File: config.mk
export PLATFORM = sky130hd
export DESIGN_NAME = cflrc_queue
export DESIGN_NICKNAME = d
export VERILOG_FILES = /design/src/rtl/core/cflrc_pkg.sv /design/src/rtl/core/cflrc_queue.sv
export SDC_FILE = /design/constraint.sdc
export NUM_CORES = 1
export LEC_CHECK = 0
export ABC_CLOCK_PERIOD_IN_PS = 7400
export BUFFER_PORTS_ARGS = -buffer_cell sky130_fd_sc_hd__buf_2
export CELL_PAD_IN_SITES_DETAIL_PLACEMENT = 1
export CELL_PAD_IN_SITES_GLOBAL_PLACEMENT = 1
export CORE_ASPECT_RATIO = 1.5
export CORE_MARGIN = 2
export CORE_UTILIZATION = 50
export DETAILED_ROUTE_END_ITERATION = 16
export PLACE_DENSITY = 0.89
export REMOVE_ABC_BUFFERS = 1
export SYNTH_ARGS = -nofsm -noshare
export SYNTH_HDL_FRONTEND = slang
export SYNTH_SLANG_ARGS = --single-unit
File: constraint.sdc
create_clock -name clk -period 7.4 [get_ports clk]
set_input_delay 0.37 -clock clk [delete_from_list [all_inputs] [get_ports clk]]
set_output_delay 0.37 -clock clk [all_outputs]
set_load 0.01 [all_outputs]
File: src/rtl/core/cflrc_pkg.sv
// Shared types, constants and the CRC step function for the log record checker.
`timescale 1ns / 1ps

package cflrc_pkg;

    localparam int          TX_SLOTS_DEF = 64;
    localparam int          QUEUE_DEPTH  = 4;
    localparam int          LEN_W        = 21;
    localparam logic [20:0] BODY_CAP     = 21'd1048576;
    localparam logic [31:0] HEADER_BYTES = 32'd20;
    localparam logic [31:0] STAGE_TOP    = 32'd6;
    localparam logic [31:0] CRC_POLY     = 32'hEDB88320;
    localparam logic [31:0] REC_MAGIC    = 32'h31464356;

    // Result kinds
    localparam logic [2:0] KIND_PAYLOAD = 3'd0;
    localparam logic [2:0] KIND_ACCEPT  = 3'd1;
    localparam logic [2:0] KIND_QUAR    = 3'd2;
    localparam logic [2:0] KIND_FULL    = 3'd3;
    localparam logic [2:0] KIND_END     = 3'd4;

    typedef struct packed {
        logic       has_byte;
        logic [7:0] data_byte;
        logic       end_of_log;
    } item_t;

    typedef struct packed {
        logic [2:0]  kind;
        logic [7:0]  payload_byte;
        logic [63:0] record_sequence;
        logic [63:0] transaction_id;
        logic [2:0]  stage_number;
        logic        log_done;
    } result_t;

    // Word from the parser to the checker: a ready result or a record to check
    typedef struct packed {
        logic    check;
        logic    pre_ok;
        logic    clear;
        result_t res;
    } cmd_t;

    // Reflected CRC-32 over one byte
    function automatic logic [31:0] crc_byte(input logic [31:0] crc, input logic [7:0] b);
        logic [31:0] x;
        x = crc ^ {24'd0, b};
        for (int i = 0; i < 8; i++) begin
            x = (x >> 1) ^ (CRC_POLY & {32{x[0]}});
        end
        return x;
    endfunction

endpackage

File: src/rtl/core/cflrc_queue.sv
// Short word queue between the parser and the record checker.
`timescale 1ns / 1ps

module cflrc_queue
    import cflrc_pkg::*;
(
    input  logic clk,
    input  logic rst_n,
    input  logic wr_en,
    input  cmd_t wr_data,
    input  logic rd_en,
    output cmd_t rd_data,
    output logic not_empty,
    output logic is_full
);

    localparam int PW = $clog2(QUEUE_DEPTH);

    cmd_t          slot_q [QUEUE_DEPTH];
    logic [PW-1:0] wptr_reg, rptr_reg;
    logic [PW:0]   cnt_reg;

    assign not_empty = (cnt_reg != '0);
    assign is_full   = (cnt_reg == (PW+1)'(QUEUE_DEPTH));
    assign rd_data   = slot_q[rptr_reg];

    // Pointers and fill count
    always_ff @(posedge clk or negedge rst_n)
    begin
        if (!rst_n)
        begin
            wptr_reg <= '0;
            rptr_reg <= '0;
            cnt_reg  <= '0;
        end
        else
        begin
            if (wr_en)
            begin
                wptr_reg <= wptr_reg + 1'b1;
            end
            if (rd_en)
            begin
                rptr_reg <= rptr_reg + 1'b1;
            end
            cnt_reg <= cnt_reg + (PW+1)'(wr_en) - (PW+1)'(rd_en);
        end
    end

    always_ff @(posedge clk)
    begin
        if (wr_en)
        begin
            slot_q[wptr_reg] <= wr_data;
        end
    end

endmodule

# Word-level counts from Yosys, hierarchy flattened
# Memories as Yosys holds them, arrays and structs flattened.
# Cells that the tools add are included.
# word_totals
ff_bits	7
latch_bits	0
mem_bits_rw	584
rom_bits	0
mem_count	1
# mem_list
memory	words	width	read_ports	rd_ports_with_merged_regs	write_ports	line	text
slot_q	4	146	1	0	1	cflrc_queue.sv:19	cmd_t slot_q [QUEUE_DEPTH];
# classes
add_sub_neg	4
mul	0
n_div	0
order_cmp	0
eq_ne	1
shift	0
mux	2
bitwise_logic	0
reduce_logical	1
# ops
cell	n
$add 2x1->2 const B	2
$add 3x1->3	1
$eq 3x3->1 const B	1
$reduce_bool 3->1	1
$sub 3x1->3	1
$mux 1	2

# Longest topological paths before layout
# depth
word_depth	2
ltp_mapped	7
depth_no_buf	7

# Worst setup path before layout
# Ideal clock, no wire load.
# synth_timing
kind	reg-to-reg
from	register wptr_reg[0]
to	memory slot_q[0][0] (netlist bit) (enable)
setup_time_ns	0.522
arrival_time_ns	3.961
setup_slack_ns	2.916
path_stages_with_launch	4
n_path_buf	0
synth_period_minus_slack_ns	4.484
path_cell_list	dfrtp_1 -> inv_1 -> ha_1 -> and2_1
# synth_rtl
element	line	text
start: declaration	cflrc_queue.sv:20	logic [PW-1:0] wptr_reg, rptr_reg;
start signal: assignment	cflrc_queue.sv:40	wptr_reg <= wptr_reg + 1'b1;
end: declaration	cflrc_queue.sv:19	
# Straight into the memory's write port.

==> reports/results.ini <==
[status]
status = finished, final reports clean

[logic_synthesis]
syn_inst = 797
synth-seq-cells = 591
avgSynthCellArea_um2 = 26.99
synth.distinct_cells = 18
yosys_warnings = 0
synthesis.area_um2 = 21510
seq_area_frac_synth = 0.8233

[placed_design]
dp_hpwl_um = 29440
portBuffers = 297
place_area_um2 = 23530
gp_congestion = 0.7613

[floorplanning]
rows = 93
die_area_um2 = 44740
chipWidth_um = 173.4
core-area_um2 = 42700
fp.dieH_um = 258.1
top_level_ports = 298
start_util = 0.5038

[global_route]
overflow = 0
grt_pass1_wl_um = 71970
grt_util_all_layers = 0.2181
antenna_found_initial = 15
grt_max_degree = 84
grt_pass1_vias = 11160

[worst_setup_path]
arrival_ps = 2990
worstPathRequired_ps = 7030
crit_path_max_fanout = 37
critPathCaptureType = primary output
startpoint_type = flip-flop
critical_path_class = flip-flop to primary output

[clock_tree]
htree_num_levels = 2
path_clk_slew_ps = 70
root_buffer = clkbuf_16
cts_tree = done
clock_path_buffers = 3
cts_inserted_buffers = 53
clock_latency_ps = 560
cts_resized = 0
clock-sinks = 591

[timing]
tns_ps = 0
fin_worst_skew_ps = 12.90
period_needed_ps = 3357
finalMaxSlewViolations = 0
tightest_slew_ps = 1083
rsz0062_at_grt = false
hold_viol_final = 0
fin_crit_sh = 0.4537
max_freq_mhz = 297.8
relSlewSlack = 0.2782
finalSetupViolCount = 0

[detailed_routing]
drtAntennaViolNets = 0
wire_per_inst_um = 27.02
via_per_inst = 5.532
via_count = 9903
wirelength_um = 48370
drt_iter0_markers = 727
dr.pass1.iters = 5
drc = 0

[worst_hold_path]
hp-class = input port to flip-flop

[power_and_ir_drop]
ir_drop_mv = 0.2842
p_leak_nw = 8.669
cellPowerDensity_nw_per_um2 = 392.1

[layout]
final_area_um2 = 25540
layout.cells.most_common = edfxtp_1
fillers = 3615
area_delta_synth_final_pct = 18.71
nets = 1329
layout_common_cells = 584 x edfxtp_1, 297 x buf_2, 146 x mux4_2, 53 x clkbuf_16, 44 x dlygate4sd3_1
drive_gt1_frac = 0.4412
largest_register_ffs = 584

[run]
maxCapViolations = 0

-- what timing repair did --
item	in CTS	in global routing
hold endpoints to repair	159	0
hold buffers	44	0
buffers inserted	0	0
endpoints found under the setup margin	0	0
-- metal layers --
layer / track usage / share of wire / vias to the layer above
met2: 0.3956 / 0.57 / 332
met1: 0.2541 / 0.35 / 5261
met5: 0 / 0.00027 / -
met4: 0.1116 / 0.046 / 2
met3: 0.02989 / 0.039 / 105
li1: - / - / 4203
-- synthesized netlist by cell type --
library cell	count	area, um2
edfxtp_1	584	17540
mux4_2	146	3288
buf_2	16	80.08
buf_8	10	150.1
dfrtp_1	7	175.2
ha_1	6	75.07
inv_1	6	22.52
and2_1	4	25.02
buf_6	4	45.04
xnor2_1	3	26.28
clkbuf_1	2	7.510
nand2_1	2	7.510
xor2_1	2	17.52
and3_1	1	6.260
buf_12	1	20.02
fa_1	1	20.02
o21ai_0	1	5.000
or3_1	1	6.260
-- area by class of cell --
cell class,count,area [um2],share of cell area
diodes,12,30.03,0.001176
repair buffers,353,2029,0.07946
inverters,6,22.52,0.0008818
well taps,570,713.2,0.02792
clock buffers,61,1356,0.05311
flip-flops and latches,591,17720,0.6938
clock inverters,30,181.4,0.007104
multi-input cells,167,3487,0.1365
-- path summary, 6_finish.rpt --
check | to | start | slack [ps] | cells past startpoint
hold reg to reg | wptr_reg[0] | wptr_reg[0] | 530 | 1
min in group asynchronous | cnt_reg[2] | rst_n | 180 | 2
setup reg to reg | slot_q[2][73] | wptr_reg[0] | 5040 | 4
max in group asynchronous | rptr_reg[1] | rst_n | 7010 | 2
setup / recovery | rd_data[32] | rptr_reg[0] | 4040 | 3
hold / removal | slot_q[0][131] | wr_data[131] | 20 | 1
-- critical path, stage by stage, from the launching register on --
cell and delay, ps:
dfrtp_4 910, buf_4 640, mux4_2 600, buf_2 180
-- cell families after synthesis --
family / count (synthesis) / synth area share
muxes: 146 / 0.1528
AOI/OAI and AO/OA: 1 / 0.0002324
xor gates and xnor gates: 5 / 0.002036
buffers and inverters: 39 / 0.01512
DFF: 591 / 0.8233
adders and majority gates: 7 / 0.004420
and+or+nand+nor: 8 / 0.002094
-- power breakdown --
| group | internal (mW) | total, mW | switching [mW] |
|---|---|---|---|
| Sequential | 4.39 | 4.64 | 0.255 |
| Combinational | 1.28 | 2.89 | 1.60 |
| Clock | 1.32 | 2.48 | 1.16 |
| Total | 6.99 | 10.0 | 3.02 |
-- per-stage QoR --
stage	total power [mW]	utilization	hold WS, ps	cells	setup slack [ps]
2_1_floorplan	6.687	-	74.41	764	687.3
5_1_grt	10.41	0.5980	10.94	1789	3824
4_1_cts	10.13	0.5973	0.1884	1778	3948
3_3_place_gp	7.474	0.5510	208.7	1643	4583
3_5_place_dp	7.617	0.5510	231.4	1643	4559
6_report	10.01	0.5980	23.17	1790	4043
No activity file was read; power rests on OpenSTA's default activity.
