[config.mk]
export PLATFORM = sky130hd
export DESIGN_NAME = cflrc_front
export DESIGN_NICKNAME = d
export VERILOG_FILES = /design/src/rtl/core/cflrc_pkg.sv /design/src/rtl/core/cflrc_front.sv
export SDC_FILE = /design/constraint.sdc
export NUM_CORES = 1
export LEC_CHECK = 0
export BUFFER_PORTS_ARGS = -buffer_cell sky130_fd_sc_hd__buf_2
export CAP_MARGIN = 20
export CORE_MARGIN = 4
export CORE_UTILIZATION = 59
export DETAILED_ROUTE_END_ITERATION = 8
export GPL_TIMING_DRIVEN = 0
export PLACE_DENSITY = 0.88
export SLEW_MARGIN = 10
export SYNTH_ARGS = -nofsm -noshare
export SYNTH_HDL_FRONTEND = slang
export SYNTH_SLANG_ARGS = --single-unit
[constraint.sdc]
create_clock -name clk -period 12.6 [get_ports clk]
set_input_delay 3.78 -clock clk [delete_from_list [all_inputs] [get_ports clk]]
set_output_delay 3.78 -clock clk [all_outputs]
set_load 0.01 [all_outputs]
[src/rtl/core/cflrc_pkg.sv]
// Shared types, constants and the CRC step function for the log record checker.
`timescale 1ns / 1ps

package cflrc_pkg;

    localparam int          TX_SLOTS_DEF = 64;
    localparam int          QUEUE_DEPTH  = 4;
    localparam int          LEN_W        = 21;
    localparam logic [20:0] BODY_CAP     = 21'd1048576;
    localparam logic [31:0] HEADER_BYTES = 32'd20;
    localparam logic [31:0] STAGE_TOP    = 32'd6;
    localparam logic [31:0] CRC_POLY     = 32'hEDB88320;
    localparam logic [31:0] REC_MAGIC    = 32'h31464356;

    // Result kinds
    localparam logic [2:0] KIND_PAYLOAD = 3'd0;
    localparam logic [2:0] KIND_ACCEPT  = 3'd1;
    localparam logic [2:0] KIND_QUAR    = 3'd2;
    localparam logic [2:0] KIND_FULL    = 3'd3;
    localparam logic [2:0] KIND_END     = 3'd4;

    typedef struct packed {
        logic       has_byte;
        logic [7:0] data_byte;
        logic       end_of_log;
    } item_t;

    typedef struct packed {
        logic [2:0]  kind;
        logic [7:0]  payload_byte;
        logic [63:0] record_sequence;
        logic [63:0] transaction_id;
        logic [2:0]  stage_number;
        logic        log_done;
    } result_t;

    // Word from the parser to the checker: a ready result or a record to check
    typedef struct packed {
        logic    check;
        logic    pre_ok;
        logic    clear;
        result_t res;
    } cmd_t;

    // Reflected CRC-32 over one byte
    function automatic logic [31:0] crc_byte(input logic [31:0] crc, input logic [7:0] b);
        logic [31:0] x;
        x = crc ^ {24'd0, b};
        for (int i = 0; i < 8; i++) begin
            x = (x >> 1) ^ (CRC_POLY & {32{x[0]}});
        end
        return x;
    endfunction

endpackage

[src/rtl/core/cflrc_front.sv]
// Byte parser: frames records, runs the CRC, captures the header, emits words.
`timescale 1ns / 1ps

module cflrc_front
    import cflrc_pkg::*;
(
    input  logic             clk,
    input  logic             rst_n,
    input  logic             accept,
    input  item_t            item,
    input  logic             back_halt,
    input  logic             cfg_we,
    input  logic [LEN_W-1:0] cfg_wdata,
    output logic             cmd_push,
    output cmd_t             cmd
);

    localparam logic [1:0] PH_MAGIC  = 2'd0;
    localparam logic [1:0] PH_LENGTH = 2'd1;
    localparam logic [1:0] PH_BODY   = 2'd2;
    localparam logic [1:0] PH_CRC    = 2'd3;

    logic             halt_reg, halt_next;
    logic [1:0]       phase_reg, phase_next;
    logic [LEN_W-1:0] count_reg, count_next;
    logic [LEN_W-1:0] len_reg, len_next;
    logic [31:0]      crc_reg, crc_next;
    logic [31:0]      acc_reg, acc_next;
    logic [63:0]      seq_reg, seq_next;
    logic [63:0]      tx_reg, tx_next;
    logic [31:0]      stage_reg, stage_next;
    logic [LEN_W-1:0] max_len_reg;

    logic [31:0]      word;
    logic [LEN_W:0]   count_inc;
    logic [LEN_W-1:0] limit;
    logic             quar;

    assign word      = {item.data_byte, acc_reg[31:8]};
    assign count_inc = {1'b0, count_reg} + 1'b1;
    assign limit     = (max_len_reg > BODY_CAP) ? BODY_CAP : max_len_reg;

    // Parse one item
    always_comb
    begin
        halt_next  = halt_reg;
        phase_next = phase_reg;
        count_next = count_reg;
        len_next   = len_reg;
        crc_next   = crc_reg;
        acc_next   = acc_reg;
        seq_next   = seq_reg;
        tx_next    = tx_reg;
        stage_next = stage_reg;
        quar       = 1'b0;
        cmd_push   = 1'b0;
        cmd        = '0;
        if (accept && !halt_reg && !back_halt)
        begin
            if (item.has_byte)
            begin
                case (phase_reg)
                    PH_MAGIC:
                    begin
                        if (count_reg[1:0] == 2'd3)
                        begin
                            if (word != REC_MAGIC)
                            begin
                                quar = 1'b1;
                            end
                            phase_next = PH_LENGTH;
                            count_next = '0;
                            acc_next   = '0;
                        end
                        else
                        begin
                            acc_next   = word;
                            count_next = count_inc[LEN_W-1:0];
                        end
                    end
                    PH_LENGTH:
                    begin
                        if (count_reg[1:0] == 2'd3)
                        begin
                            if (word < HEADER_BYTES || word > {11'd0, limit})
                            begin
                                quar = 1'b1;
                            end
                            len_next   = word[LEN_W-1:0];
                            phase_next = PH_BODY;
                            count_next = '0;
                            acc_next   = '0;
                            crc_next   = '1;
                        end
                        else
                        begin
                            acc_next   = word;
                            count_next = count_inc[LEN_W-1:0];
                        end
                    end
                    PH_BODY:
                    begin
                        crc_next = crc_byte(crc_reg, item.data_byte);
                        if (count_reg < LEN_W'(8))
                        begin
                            seq_next = {item.data_byte, seq_reg[63:8]};
                        end
                        else if (count_reg < LEN_W'(16))
                        begin
                            tx_next = {item.data_byte, tx_reg[63:8]};
                        end
                        else if (count_reg < LEN_W'(20))
                        begin
                            stage_next = {item.data_byte, stage_reg[31:8]};
                        end
                        else
                        begin
                            cmd_push             = 1'b1;
                            cmd.res.kind         = KIND_PAYLOAD;
                            cmd.res.payload_byte = item.data_byte;
                        end
                        if (count_inc >= {1'b0, len_reg})
                        begin
                            phase_next = PH_CRC;
                            count_next = '0;
                            acc_next   = '0;
                        end
                        else
                        begin
                            count_next = count_inc[LEN_W-1:0];
                        end
                    end
                    default:
                    begin
                        if (count_reg[1:0] == 2'd3)
                        begin
                            cmd_push                = 1'b1;
                            cmd.check               = 1'b1;
                            cmd.pre_ok              = (word == ~crc_reg) && (tx_reg != '0)
                                                      && (stage_reg >= 32'd1)
                                                      && (stage_reg <= STAGE_TOP);
                            cmd.res.kind            = KIND_ACCEPT;
                            cmd.res.record_sequence = seq_reg;
                            cmd.res.transaction_id  = tx_reg;
                            cmd.res.stage_number    = stage_reg[2:0];
                            phase_next              = PH_MAGIC;
                            count_next              = '0;
                            acc_next                = '0;
                        end
                        else
                        begin
                            acc_next   = word;
                            count_next = count_inc[LEN_W-1:0];
                        end
                    end
                endcase
            end
            // End marker: clean only on a record boundary
            if (item.end_of_log && !quar)
            begin
                if (phase_next == PH_MAGIC && count_next == '0)
                begin
                    if (cmd.check)
                    begin
                        cmd.res.log_done = 1'b1;
                    end
                    else
                    begin
                        cmd_push     = 1'b1;
                        cmd          = '0;
                        cmd.clear    = 1'b1;
                        cmd.res.kind = KIND_END;
                    end
                    acc_next = '0;
                end
                else
                begin
                    quar = 1'b1;
                end
            end
            if (quar)
            begin
                halt_next    = 1'b1;
                cmd_push     = 1'b1;
                cmd          = '0;
                cmd.res.kind = KIND_QUAR;
            end
        end
    end

    // Control state
    always_ff @(posedge clk or negedge rst_n)
    begin
        if (!rst_n)
        begin
            halt_reg    <= 1'b0;
            phase_reg   <= PH_MAGIC;
            count_reg   <= '0;
            acc_reg     <= '0;
            max_len_reg <= BODY_CAP;
        end
        else
        begin
            halt_reg  <= halt_next;
            phase_reg <= phase_next;
            count_reg <= count_next;
            acc_reg   <= acc_next;
            if (cfg_we)
            begin
                max_len_reg <= cfg_wdata;
            end
        end
    end

    // Record payload registers
    always_ff @(posedge clk)
    begin
        len_reg   <= len_next;
        crc_reg   <= crc_next;
        seq_reg   <= seq_next;
        tx_reg    <= tx_next;
        stage_reg <= stage_next;
    end

endmodule

# Word level (Yosys, flattened, before mapping)
# Index checks and enable logic that the tools add are counted.
[classes] bitwise_logic=12 order_cmp=9 n_addsub=1 n_reduce_logical=24 eq_ne=6 mux=61
[ops] operator="$mux 146" n=4
[ops] operator="$mux 131" n=2
[ops] operator="$xor 31x32->32" n=8
[ops] operator="$mux 32" n=7
[ops] operator="$mux 145" n=1
[ops] operator="$mux 142" n=1
[ops] operator="$mux 21" n=6
[ops] operator="$pmux 32 s2" n=1
[ops] operator="$reduce_bool 64->1" n=1
[ops] operator="$lt 21x5->1 const B" n=2
[ops] operator="$eq 32x32->1" n=1
[ops] operator="$ge 32x1->1 const B" n=1
[ops] operator="$gt 32x21->1" n=1
[ops] operator="$le 32x3->1 const B" n=1
[ops] operator="$lt 32x5->1 const B" n=1
[ops] operator="$mux 8" n=4
[ops] operator="$ne 32x30->1 const B" n=1
[ops] operator="$not 32->32" n=1
[ops] operator="$xor 32x8->32" n=1
[ops] operator="$add 21x1->22 const B" n=1
[ops] operator="$ge 22x21->1" n=1
[ops] operator="$gt 21x21->1 const B" n=1
[ops] operator="$logic_not 21->1" n=1
[ops] operator="$lt 21x4->1 const B" n=1
[ops] operator="other kinds (20)" n=63
[word_totals] reg_bits=290 elab_cells=123 out_inout_bits=147 input_bits=36

# Logic depth before layout (Yosys ltp)
[depth] word_depth=15 mapped_depth=18 mapped_depth_nobuf=15

# Worst setup path after synthesis
# OpenSTA, ideal clock, no wires.
[synth_path] path_type="input to output" start="in item[9] (netlist bit)" end="out cmd[34] (netlist bit)" slack_ps=3229 t_arrival_ps=5591 stages=9 cell_sequence="clkbuf_1 a21oi_1 o21ai_0 o2111ai_1 a2111o_1 o21a_1 buf_6 buf_2 nor3b_1"
[synth_lines] element="start, declared" line_no="cflrc_front.sv:10" text="input item_t item,"
[synth_lines] element="end, declared" line_no="cflrc_front.sv:15" text="output cmd_t cmd"

==> flow_metrics.tcl <==
set metrics [dict create \
    rrSetupSlack_ns 6.98 \
    ir_drop_v 0.000121 \
    r2r-start "count_reg[0]" \
    cts_buffer_depth 3 \
    post_route_cells_drive_above_1_share 0.243 \
    cts_tree "built" \
    syn-num-nets 1333 \
    post-route-min-period_ns 10.29 \
    drc 0 \
    cp_cell_sequence "buf_2 -> clkbuf_1 -> and3_1 -> a31oi_1 -> nor2_1 -> o21a_1 -> buf_6 -> buf_2 -> nor3b_1 -> buf_2" \
    multi_input_comb_area_mm2 0.00576 \
    seqCellArea_mm2 0.00812 \
    yosys_most_used_dff "edfxtp_1" \
    power_mw 2.29 \
    dp_hpwl_um 27500 \
    switching_share 0.273 \
    routed_wl_um 38400 \
    antenna_found_initial 0 \
    std_cell_rows 56 \
    cp_max_fo 10 \
    overflow 0 \
    critPathTopFamily "buffers and inverters" \
    netlist_area_mm2 0.0144 \
    dieArea_mm2 0.0270 \
    worstSkewPairLatency_ns 0.55 \
    viasPerCell 6.02 \
    tritoncts.num_buffers 27 \
    track_usage 0.277 \
    critical_path.startpoint "item[9]" \
    p_leak_nw 6.64 \
    power.density_mw_per_mm2 136 \
    finalHoldViolations 0 \
    r2r-end "acc_reg[18]" \
    grt_pass1_wl_um 58100 \
    antenna_left 0 \
    rsz0062_at_grt "no" \
    status "complete, no violations" \
    die_y_um 164 \
    slew_headroom 0.245 \
    vias 10941 \
    htree_levels 1 \
    placed_cell_area_mm2 0.0159 \
    synth_cells 1253 \
    tns_ns 0 \
    dr.pass1.iters 6 \
    crit_type "primary input to output port" \
    syn_area_per_cell_um2 11.5 \
    critPathBufInv 5 \
    seqPwrFrac 0.484 \
    drv_slew 0 \
    worst_pin_slew_ns 1.12 \
    p_clk_frac 0.369 \
    core_mm2 0.0238 \
    cts_num_sinks 282 \
    yosys.area.top_type_share 0.444 \
    synth.most_common_cell "edfxtp_1" \
    wl_per_cell_um 21.1 \
    max_stage_delay_ns 0.75 \
    hold_buffers 0 \
    n_fill_cell 1575 \
    cp.required_ns 8.82 \
    synth_largest_area_cell "edfxtp_1" \
    ios 183 \
    setup_viol 0 \
    post-route-cell-area_mm2 0.0168 \
    cpMaxStageDelayCell "a31oi_1" \
    drv_cap 0 \
    path_clk_slew_ns 0.06 \
    first_global_vias 10645 \
    ys_warn_count 0 \
    combPwrFrac 0.147 \
    synth_area_leaders "edfxtp_1 44%, dfrtp_1 12%, nand2_1 5.5%, nor2_4 4.7%, xnor2_1 4.6%" \
    start_util 0.606 \
    finalClockSkew_ns 0.0113 \
    yosysSeqAreaShare 0.564 \
    endpoint_kind "output port" \
    die_width_um 164 \
    synth_common_cells "213 x edfxtp_1, 210 x nand2_1, 100 x nor2_1" \
    internal_power_mw 1.66 \
    syn2layout_area_growth_pct 16.6 \
    grt_start_max_net_pins 56 \
    cts-root-buf "clkbuf_16" \
    cts_setup_buffers 0 \
    critPathMostFrequentCell "buf_2" \
    ys_types 64 \
    synth-edff-count 213 \
    gp_congestion 0.939 \
    arrival_ns 6.51 \
    worst-path-stages 10 \
    ys_ff_latch 282 \
    cts_resized 0 \
    hold_depth 0 \
    async_reset_ff_frac 0.245 \
    rr_worst_depth 15 \
    final_util 0.706 \
    fmax_ghz 0.0971 \
    power.switching_mw 0.624 \
    start_kind "primary input" \
    drtIter0Drc 1291 \
    fin_nets 1559 \
    hold_class "flop to flop" \
    fin_crit_sh 0.817 \
    endpoint "cmd[109]" \
    antennaDiodeCount 0 \
    portBuffers 182 \
]
-- worst register-to-register path, stage by stage, from the launching register on --
cell and delay (ns):
dfrtp_1 0.56, ha_1 0.39, nand2_1 0.16, nor4_1 0.52
a21boi_0 0.23, or2_2 0.39, ha_1 0.31, nand3_1 0.12
nor4_1 0.51, and3_1 0.26, a21oi_1 0.15, a31oi_1 0.77
o211ai_1 0.25, nor2_1 0.46, buf_2 0.32, nor2_1 0.09
-- worst min-delay path by stage --
stage / from / to / slack [ns]
2_1_floorplan: stage_reg[15] / stage_reg[7] / 0.42
3_3_place_gp: stage_reg[17] / stage_reg[9] / 0.42
3_5_place_dp: seq_reg[41] / seq_reg[33] / 0.43
4_1_cts: seq_reg[41] / seq_reg[33] / 0.44
5_1_grt: stage_reg[15] / stage_reg[7] / 0.45
6_report: stage_reg[15] / stage_reg[7] / 0.45
-- power groups by stage --
stage | clock [mW] | combinational [mW] | sequential [mW]
final | 0.844 | 0.335 | 1.11
after detailed placement | 0 | 0.324 | 1.12
after global routing | 0.885 | 0.366 | 1.11
after floorplan | 0 | 0.243 | 1.10
after CTS | 0.843 | 0.330 | 1.10
after global placement | 0 | 0.307 | 1.12
-- placed cells by master, fill, tap and decap left out, drive strengths merged, types with 31 or more instances in the layout --
cell type,netlist,final
buf,27,223
edfxtp,213,213
nand2,210,210
nor2,169,169
xnor2,75,75
clkbuf,37,70
dfrtp,68,68
nor4,52,52
xor2,47,47
ha,44,44
inv,36,38
nand4,31,31
-- through the flow --
| step | cells | worst slack, ns | hold slack, ns |
|---|---|---|---|
| 2_1_floorplan | 1253 | 3.23 | 0.417 |
| 3_3_place_gp | 1754 | 1.09 | 0.423 |
| 3_5_place_dp | 1768 | 2.39 | 0.428 |
| 4_1_cts | 1817 | 2.39 | 0.444 |
| 5_1_grt | 1818 | 2.04 | 0.451 |
| 6_report | 1818 | 2.31 | 0.446 |
-- cell type report --
cell class              instances  area share
flip-flops and latches        282       0.484
repair buffers                197      0.0628
inverters                      36     0.00806
clock buffers                  32      0.0426
multi-input cells             871       0.343
clock inverters                17      0.0119
plain buffers                  64      0.0232
well taps                     319      0.0238
-- logic make-up (layout without fill, tap and decap cells) --
| family | after synthesis | count (layout) | synth area share |
|---|---|---|---|
| compound gates | 123 | 123 | 0.0562 |
| fa+ha+maj | 44 | 44 | 0.0383 |
| mux | 21 | 21 | 0.0164 |
| buf+inv | 100 | 346 | 0.0364 |
| xor+xnor | 122 | 122 | 0.0742 |
| simple gates | 561 | 561 | 0.214 |
| flops | 282 | 282 | 0.564 |
-- layer usage --
metal	GRT usage	wire length (um)	vias to the layer above	part of all wire
li1	-	-	4916	-
met1	0.374	14700	5253	0.38
met2	0.456	18400	659	0.48
met3	0.0469	3860	113	0.10
met4	0.102	1490	0	0.039
met5	0	0	-	0
No activity file was read; power rests on OpenSTA's default activity.
